[config.mk]
export PLATFORM = sky130hd
export DESIGN_NAME = sync_length_deframer_top
export DESIGN_NICKNAME = d
export VERILOG_FILES = /design/src/rtl/core/sld_pkg.sv /design/src/rtl/core/sync_length_deframer_top.sv /design/src/rtl/core/sld_parser.sv /design/src/rtl/core/sld_outq.sv
export SDC_FILE = /design/constraint.sdc
export NUM_CORES = 1
export LEC_CHECK = 0
export BUFFER_PORTS_ARGS = -buffer_cell sky130_fd_sc_hd__buf_2
export CORE_ASPECT_RATIO = 1.25
export CORE_MARGIN = 3
export CORE_UTILIZATION = 65
export DETAILED_ROUTE_END_ITERATION = 6
export PLACE_DENSITY = 0.85
export SLEW_MARGIN = 25
export SYNTH_ARGS = -nofsm -noshare
export SYNTH_HDL_FRONTEND = slang
export SYNTH_SLANG_ARGS = --single-unit
[constraint.sdc]
create_clock -name clk -period 6.74 [get_ports clk]
set_input_delay 1.348 -clock clk [delete_from_list [all_inputs] [get_ports clk]]
set_output_delay 1.348 -clock clk [all_outputs]
set_load 0.02 [all_outputs]
[src/rtl/core/sld_pkg.sv]
// shared types and constants for the sync word / length deframer
// no dependencies; imported by sld_parser, sld_outq, sync_length_deframer_top and the testbench
package sld_pkg;

	localparam logic [7:0] SYNC_FIRST_RST  = 8'hEB;
	localparam logic [7:0] SYNC_SECOND_RST = 8'h90;

	localparam int CFG_IDX_W = 1;
	localparam logic [CFG_IDX_W-1:0] CFG_SYNC_FIRST  = 1'b0;
	localparam logic [CFG_IDX_W-1:0] CFG_SYNC_SECOND = 1'b1;

	// output queue: up to two beats pushed per byte, one popped per unstalled cycle
	localparam int OUTQ_DEPTH = 4;
	localparam int OUTQ_AW    = $clog2(OUTQ_DEPTH);
	localparam int OUTQ_CW    = $clog2(OUTQ_DEPTH + 1);

	typedef struct packed {
		logic [7:0] data;
		logic       first;
		logic       last;
	} beat_t;

	typedef struct packed {
		logic [1:0] count;
		beat_t      b0;
		beat_t      b1;
	} parse_res_t;

endpackage

[src/rtl/core/sync_length_deframer_top.sv]
// sync word / length deframer, top level: config registers, parser and output queue
// beats of an accepted byte are queued at its edge and leave after any older beats
// throughput: one byte per cycle in, one beat per cycle out while out_stall is low;
// a four-beat queue absorbs the two-beat sync burst; input stalls at three or more
// reset: async active low; hunting, queue empty, sync word back to EB 90
// depends on sld_pkg, sld_parser, sld_outq
module sync_length_deframer_top import sld_pkg::*; (
	input  logic                 clk,
	input  logic                 arst_n,
	input  logic                 in_valid,
	output logic                 in_stall,
	input  logic [7:0]           in_byte,
	output logic                 out_valid,
	input  logic                 out_stall,
	output logic [7:0]           out_byte,
	output logic                 frame_first,
	output logic                 frame_last,
	input  logic                 cfg_we,
	input  logic [CFG_IDX_W-1:0] cfg_index,
	input  logic [7:0]           cfg_data
);

	logic [7:0] sync_first_q;
	logic [7:0] sync_second_q;
	logic       accept;
	logic       full;
	parse_res_t res;
	beat_t      head;

	always_ff @(posedge clk or negedge arst_n) begin
		if (!arst_n) begin
			sync_first_q  <= SYNC_FIRST_RST;
			sync_second_q <= SYNC_SECOND_RST;
		end else if (cfg_we) begin
			unique case (cfg_index)
				CFG_SYNC_FIRST:  sync_first_q  <= cfg_data;
				CFG_SYNC_SECOND: sync_second_q <= cfg_data;
			endcase
		end
	end

	assign in_stall = full;
	assign accept   = in_valid && !full;

	sld_parser u_parser (
		.clk         (clk),
		.arst_n      (arst_n),
		.accept      (accept),
		.in_byte     (in_byte),
		.sync_first  (sync_first_q),
		.sync_second (sync_second_q),
		.res         (res)
	);

	sld_outq u_outq (
		.clk       (clk),
		.arst_n    (arst_n),
		.res       (res),
		.full      (full),
		.out_valid (out_valid),
		.out_stall (out_stall),
		.head      (head)
	);

	assign out_byte    = head.data;
	assign frame_first = head.first;
	assign frame_last  = head.last;

endmodule

[src/rtl/core/sld_parser.sv]
// frame parser: sync hunt, length capture, payload count, one byte per accept cycle
// depends on sld_pkg
module sld_parser import sld_pkg::*; (
	input  logic       clk,
	input  logic       arst_n,
	input  logic       accept,
	input  logic [7:0] in_byte,
	input  logic [7:0] sync_first,
	input  logic [7:0] sync_second,
	output parse_res_t res
);

	localparam logic [1:0] PH_HUNT    = 2'd0;
	localparam logic [1:0] PH_LEN_LO  = 2'd1;
	localparam logic [1:0] PH_LEN_HI  = 2'd2;
	localparam logic [1:0] PH_PAYLOAD = 2'd3;

	logic [1:0]  phase_q, phase_d;
	logic        saw_q, saw_d;
	logic [7:0]  len_lo_q, len_lo_d;
	logic [15:0] remain_q, remain_d;
	logic [15:0] len_full;
	logic [15:0] remain_dec;
	parse_res_t  res_c;

	assign len_full   = {in_byte, len_lo_q};
	assign remain_dec = (remain_q != 16'd0) ? remain_q - 16'd1 : remain_q;

	always_comb begin
		phase_d  = phase_q;
		saw_d    = saw_q;
		len_lo_d = len_lo_q;
		remain_d = remain_q;
		res_c    = '0;
		unique case (phase_q)
			PH_LEN_LO: begin
				len_lo_d      = in_byte;
				phase_d       = PH_LEN_HI;
				res_c.count   = 2'd1;
				res_c.b0.data = in_byte;
			end
			PH_LEN_HI: begin
				res_c.count   = 2'd1;
				res_c.b0.data = in_byte;
				remain_d      = len_full;
				if (len_full == 16'd0) begin
					// empty frame ends on the length high byte
					phase_d       = PH_HUNT;
					res_c.b0.last = 1'b1;
				end else begin
					phase_d = PH_PAYLOAD;
				end
			end
			PH_PAYLOAD: begin
				remain_d      = remain_dec;
				res_c.count   = 2'd1;
				res_c.b0.data = in_byte;
				if (remain_dec == 16'd0) begin
					phase_d       = PH_HUNT;
					res_c.b0.last = 1'b1;
				end
			end
			PH_HUNT: begin
				// second-byte match wins over a new first-byte match
				if (saw_q && in_byte == sync_second) begin
					saw_d          = 1'b0;
					phase_d        = PH_LEN_LO;
					res_c.count    = 2'd2;
					res_c.b0.data  = sync_first;
					res_c.b0.first = 1'b1;
					res_c.b1.data  = in_byte;
				end else begin
					saw_d = (in_byte == sync_first);
				end
			end
		endcase
	end

	always_comb begin
		res = res_c;
		if (!accept) begin
			res.count = 2'd0;
		end
	end

	always_ff @(posedge clk or negedge arst_n) begin
		if (!arst_n) begin
			phase_q  <= PH_HUNT;
			saw_q    <= 1'b0;
			len_lo_q <= 8'd0;
			remain_q <= 16'd0;
		end else if (accept) begin
			phase_q  <= phase_d;
			saw_q    <= saw_d;
			len_lo_q <= len_lo_d;
			remain_q <= remain_d;
		end
	end

endmodule

[src/rtl/core/sld_outq.sv]
// small output queue: takes up to two beats per cycle, hands out one while out_stall is low
// depends on sld_pkg
module sld_outq import sld_pkg::*; (
	input  logic       clk,
	input  logic       arst_n,
	input  parse_res_t res,
	output logic       full,
	output logic       out_valid,
	input  logic       out_stall,
	output beat_t      head
);

	beat_t              mem_q [OUTQ_DEPTH];
	logic [OUTQ_AW-1:0] wp_q;
	logic [OUTQ_AW-1:0] rp_q;
	logic [OUTQ_CW-1:0] cnt_q;
	logic [OUTQ_AW-1:0] wp_next;
	logic               pop;

	assign out_valid = (cnt_q != '0);
	assign pop       = out_valid && !out_stall;
	assign head      = mem_q[rp_q];
	assign wp_next   = wp_q + OUTQ_AW'(1);
	// keep room for a two-beat sync burst
	assign full      = (cnt_q > OUTQ_CW'(OUTQ_DEPTH - 2));

	always_ff @(posedge clk) begin
		if (res.count != 2'd0) begin
			mem_q[wp_q] <= res.b0;
		end
		if (res.count == 2'd2) begin
			mem_q[wp_next] <= res.b1;
		end
	end

	always_ff @(posedge clk or negedge arst_n) begin
		if (!arst_n) begin
			wp_q  <= '0;
			rp_q  <= '0;
			cnt_q <= '0;
		end else begin
			wp_q  <= wp_q + OUTQ_AW'(res.count);
			if (pop) begin
				rp_q <= rp_q + OUTQ_AW'(1);
			end
			cnt_q <= cnt_q + OUTQ_CW'(res.count) - OUTQ_CW'(pop);
		end
	end

endmodule

## Word level (Yosys, flattened, before mapping)

Memory sizes are Yosys's and may differ from the RTL's.
Index checks and enable logic that the tools add are counted.

| word-level totals | value |
|---|---|
| register bits | 50 |
| RAM bits | 40 |
| output and inout bits | 12 |
| memories | 1 |

| operators by class | value |
|---|---|
| add/subtract/negate cells | 6 |
| order comparisons | 1 |
| eq/ne operators | 8 |
| multiplexer cells | 20 |
| bitwise operators | 1 |
| reduce and logical (&&, ||, !) cells | 19 |

Memories:

| memory | depth | bits a word | rd ports | clocked after Yosys merged registers in | write ports | line | text |
|---|---|---|---|---|---|---|---|
| u_outq.mem_q | 4 | 10 | 1 | 0 | 2 | sld_outq.sv:13 | `beat_t mem_q [OUTQ_DEPTH];` |

Operators by type and width:

| cell | count |
|---|---|
| zero test 16 bit | 2 |
| one-hot mux 16 bit (2 select lines) | 1 |
| one-hot mux 10 bit (2 select lines) | 1 |
| equality test 8 bit | 2 |
| 2-to-1 mux 16 bit | 1 |
| 2-to-1 mux 8 bit | 2 |
| nonzero test 16 bit | 1 |
| subtractor 16 x 1 -> 16 bit, second input constant | 1 |
| 2-to-1 mux 11 bit | 1 |
| AND reduction 2 bit | 5 |
| 2-to-1 mux 1 bit | 8 |
| 2-to-1 mux 2 bit | 4 |
| one-hot mux 2 bit (4 select lines) | 1 |
| equality test 2 bit, second input constant | 3 |
| adder 2 x 1 -> 2 bit, second input constant | 2 |
| inequality test 2 x 1 -> 1 bit, second input constant | 2 |
| nonzero test 2 bit | 2 |
| adder 3 x 2 -> 3 bit | 1 |
| greater-than comparator 3 x 2 -> 1 bit, second input constant | 1 |
| logical AND 1 bit | 3 |
| AND reduction 3 bit | 1 |
| nonzero test 3 bit | 1 |
| OR reduction 3 bit | 1 |
| subtractor 3 x 1 -> 3 bit | 1 |
| other kinds (6) | 7 |

## Longest topological paths before layout

| logic depth | value |
|---|---|
| word-level depth | 8 |
| gate-level depth with buffers | 11 |

## Hierarchy

A second synthesis with hierarchy kept.

| unflattened totals | value |
|---|---|
| cell total of the unflattened synthesis | 455 |
| area total of the unflattened synthesis | 5,247.5 sq um |

By module, submodules not included:

| module | times used | cells each | area each (sq um) |
|---|---|---|---|
| sld_outq | 1 | 137 | 2,351.0 |
| sld_parser | 1 | 282 | 2,238.4 |
| sync_length_deframer_top | 1 | 36 | 658.1 |

## Worst setup path before layout

No wires, ideal clock.

| path | value |
|---|---|
| kind | input to register |
| start | input in_byte[5] |
| end | register u_outq.cnt_q[2] |
| setup time | 123 ps |
| data arrival time | 3,729 ps |
| setup slack | 2,888 ps |
| stages | 10 |
| buffers on the path | 1 |
| cell sequence | clkbuf_1 -> xnor2_1 -> nand3_1 -> or3_1 -> nor3_1 -> inv_1 -> ha_1 -> fa_1 -> xor2_1 -> xnor2_1 |

| on the way | value |
|---|---|
| cells in the longest elaborated chain, start to end | 7 |

Ends and longest elaborated chain:

| item | line | text |
|---|---|---|
| from (decl) | sync_length_deframer_top.sv:12 | `input logic [7:0] in_byte,` |
| equality test 8 bit | sld_parser.sv:65 | `if (saw_q && in_byte == sync_second) begin` |
| logical AND 1 bit | sld_parser.sv:65 |  |
| 2-to-1 mux 11 bit | sld_parser.sv:65 |  |
| one-hot mux 10 bit (2 select lines) | sld_parser.sv:35 | `unique case (phase_q)` |
| 2-to-1 mux 2 bit | sld_parser.sv:81 | `if (!accept) begin` |
| adder 3 x 2 -> 3 bit | sld_outq.sv:46 | `cnt_q <= cnt_q + OUTQ_CW'(res.count) - OUTQ_CW'(pop);` |
| subtractor 3 x 1 -> 3 bit | sld_outq.sv:46 |  |
| to (signal assigned) | sld_outq.sv:46 |  |
| to (decl) | sld_outq.sv:16 | `logic [OUTQ_CW-1:0] cnt_q;` |

No other way between the ends.
A chain may end at the register's enable or synchronous reset.

==> results.py <==
metrics = {
    "power_and_ir_drop": {
        "seqPwrFrac_pct": 42.9,
        "power_mw": 2.19,
        "swShare_pct": 41.5,
        "p_sw_mw": 0.907,
        "internal_power_mw": 1.28,
        "p_per_area_mw_per_mm2": 400,
        "pwr-share-comb_pct": 40.5,
        "power_leakage_nw": 2.07,
        "p_clk_share_pct": 16.6,
        "ir_drop_v": 0.000264,
    },
    "layout": {
        "fin_nets": 532,
        "syn2layout_area_growth_pct": 7.63,
        "diodes": 0,
        "fillers": 499,
        "final_layout_size_suffix_gt1_share_pct": 22.0,
    },
    "logic_synthesis": {
        "yosysSeqAreaShare_pct": 46.9,
        "synth_flop_cell": "dfrtp_1",
        "avgSynthCellArea_um2": 10.5,
        "ys_ff_latch": 90,
        "ys_types": 65,
        "synthCells": 483,
        "synth_edf_count": 32,
        "synth_warnings": 0,
        "syn-num-nets": 515,
        "synth_async_sr_flop_share_pct": 55.6,
        "synth.cell_area_mm2": 0.00508,
    },
    "floorplanning": {
        "io_pins": 34,
        "die-area_mm2": 0.00892,
        "die_y_um": 105,
        "rows": 35,
        "die_w_um": 85.1,
        "coreArea_mm2": 0.00749,
        "initial_core_util_pct": 67.9,
    },
    "worst_setup_path": {
        "arrival_ns": 3.91,
        "cpPeakStageDelay_ns": 0.62,
        "cp_top_family": "simple AND/OR/NAND/NOR gates",
        "end_kind": "register",
        "path_cells": "buf_2 > xnor2_1 > nand4_1 > or3_1 > a21oi_1 > and2_1 > nor2b_1 > a31o_2",
        "path_class": "input pin to register",
        "critPathLaunchType": "input pin",
        "path_buf_inv": 1,
        "required_ns": 6.79,
        "slowest_stage": "nor2b_1",
        "crit_path_max_fanout": 10,
    },
    "grt": {
        "grt_max_degree": 51,
        "grtUsageMet1_pct": 32.5,
        "grt_pass1_wl_mm": 18.9,
        "grtUsageMet3_pct": 4.65,
        "busiest_layer": "met2",
        "grt-ovfl-total": 0,
        "antenna_found_initial": 0,
        "grt_pass1_vias": 3875,
        "track_usage_pct": 26.8,
        "met2_usage_pct": 46.6,
    },
    "routing": {
        "ant_nets": 0,
        "vias": 3874,
        "initialDrtViolationCount": 335,
        "first_pass_iters": 5,
        "drc": 0,
        "drt_wl_total_mm": 11.4,
        "via_per_inst": 6.49,
        "wire_per_inst_um": 19.1,
    },
    "cts": {
        "cts_tree": "yes",
        "clock-sinks": 90,
        "cts_max_path_buffers": 2,
        "clkSlewWorstSetupHoldPaths_ns": 0.09,
        "root_buffer": "clkbuf_8",
        "htree_levels": 3,
        "post_cts_resize_count": 0,
        "ctsHoldBuffers": 0,
        "cts_buffers": 9,
        "postCtsSetupBuffers": 0,
        "clkLatencyLatePin_ns": 0.37,
    },
    "placed_design": {
        "port_buffers": 33,
        "dp_hpwl_mm": 8.62,
        "gp_congestion": 0.922,
    },
    "timing": {
        "rsz0062_at_grt": "no",
        "hold_viol": 0,
        "setup_viol": 0,
        "tightest_slew_ns": 0.782,
        "period_minus_slack_ns": 3.86,
        "maxClockFrequency_mhz": 259,
        "setup_tns_ns": 0,
        "clock_skew_ns": 0.0111,
        "relSlewSlack_pct": 47.7,
        "slew_viol_final": 0,
        "fin_crit_sh_pct": 57.2,
    },
    "worst_hold_path": {
        "worstHoldPathType": "register to register",
    },
    "run_status": {
        "status": "complete, no violations",
    },
    "run": {
        "max-cap-violations": 0,
    },
}
-- placed cells by master (no fill, tap or decap), types with 11 or more instances in the layout --
master    netlist  layout
xnor2_1        15      15
nor2_1         31      31
buf_2           4      32
mux2_2         25      25
dfrtp_1        42      42
nand2_1        56      56
o21ai_0        39      37
edfxtp_1       32      32
xor2_1         11      11
a21oi_1        20      20
inv_1          19      19
-- synth_stat cells, types with 3 or more instances --
cell type | n | area share, %
nor3_1 | 9 | 0.89
o22ai_1 | 5 | 0.62
inv_1 | 19 | 1.4
ha_1 | 9 | 2.2
nand2b_1 | 4 | 0.49
and2_1 | 3 | 0.37
o21ai_0 | 39 | 3.8
mux2_2 | 25 | 5.5
buf_2 | 4 | 0.39
mux2i_1 | 4 | 0.79
nor4_1 | 10 | 1.2
xor2_1 | 11 | 1.9
nor2_1 | 31 | 2.3
a32o_1 | 8 | 1.6
edfxtp_1 | 32 | 19
nor2b_1 | 8 | 0.98
dfxtp_1 | 8 | 3.2
dfrtp_1 | 42 | 21
a31oi_1 | 9 | 1.1
xnor2_1 | 15 | 2.6
or3_1 | 7 | 0.86
clkbuf_1 | 23 | 1.7
nand3_1 | 4 | 0.39
o22a_1 | 10 | 1.7
mux4_2 | 10 | 4.4
a21oi_1 | 20 | 2.0
nand2_1 | 56 | 4.1
dfstp_2 | 8 | 4.1
or4_1 | 3 | 0.44
-- cell families after synthesis --
group                    share of synthesized area [%]
multiplexers                                      10.8
flip-flops                                        46.9
adder cells (fa/ha/maj)                           2.61
AND/OR/NAND/NOR                                   16.7
buffers and inverters                             3.87
AO/OA/AOI/OAI                                     14.4
XOR/XNOR                                          4.80
-- flip-flops by register name, indices dropped and copies added, names as in the netlist --
signal and cells:
u_outq.rp_q 2, u_outq.mem_q 40, sync_second_q 8, u_parser.remain_q 16
sync_first_q 8, u_outq.wp_q 2, u_parser.phase_q 2, u_parser.saw_q 1
u_parser.len_lo_q 8, u_outq.cnt_q 3
-- layer usage --
metal / up-vias / routed length, um
met3: 40 / 653
met2: 186 / 6010
li1: 1809 / -
met4: 0 / 356
met1: 1839 / 4400
met5: - / 0
-- per-stage QoR --
| stage | setup WS, ns | utilization, % | instance area (um2) | instances | hold WS (ns) |
|---|---|---|---|---|---|
| 2_1_floorplan | 2.89 | - | 5080 | 483 | 0.432 |
| 3_3_place_gp | 2.62 | 70.3 | 5270 | 581 | 0.453 |
| 3_5_place_dp | 2.52 | 70.4 | 5270 | 581 | 0.466 |
| 4_1_cts | 2.88 | 73.0 | 5470 | 597 | 0.485 |
| 5_1_grt | 2.75 | 73.0 | 5470 | 597 | 0.514 |
| 6_report | 2.88 | 73.0 | 5470 | 597 | 0.485 |
-- power groups by stage --
stage          clock (mW)  sequential (mW)  combinational (mW)
2_1_floorplan           0            0.827               0.772
3_3_place_gp            0            0.937               0.839
3_5_place_dp            0            0.946               0.879
4_1_cts             0.364            0.936               0.884
5_1_grt             0.388            0.968               0.983
6_report            0.362            0.939               0.886
-- final timing paths --
check	start	depth (start not counted)	slack (ns)	end
worst max-delay path	in_byte[3]	8	2.88	u_outq.mem_q[0][7]
max in group asynchronous	arst_n	1	5.32	u_outq.wp_q[0]
min in group asynchronous	arst_n	1	0.99	u_parser.remain_q[3]
worst min-delay path	u_outq.mem_q[3][0]	2	0.49	u_outq.mem_q[3][0]
worst max register to register	u_parser.remain_q[0]	9	3.48	u_parser.phase_q[0]
worst min register to register	u_outq.mem_q[3][0]	2	0.49	u_outq.mem_q[3][0]
-- worst register-to-register path: stages (launching register included) --
cell and delay (ns):
dfrtp_1 0.45, inv_1 0.16, ha_1 0.33, nor4b_4 0.55, nand4_2 0.39, and3_4 0.33
xnor2_2 0.18, nand4b_1 0.13, o21ai_1 0.25, mux2_2 0.37
-- cell type report --
| type | instances | area (um2) | share of cell area (%) |
|---|---|---|---|
| Inverter | 19 | 71.3 | 1.30 |
| Timing Repair Buffer | 36 | 190 | 3.48 |
| Sequential cell | 90 | 2380 | 43.5 |
| Tap cell | 92 | 115 | 2.10 |
| Multi-Input combinational cell | 344 | 2510 | 45.9 |
| Clock buffer | 11 | 154 | 2.81 |
| Clock inverter | 5 | 47.5 | 0.869 |
Power figures use the tool's default switching activity.
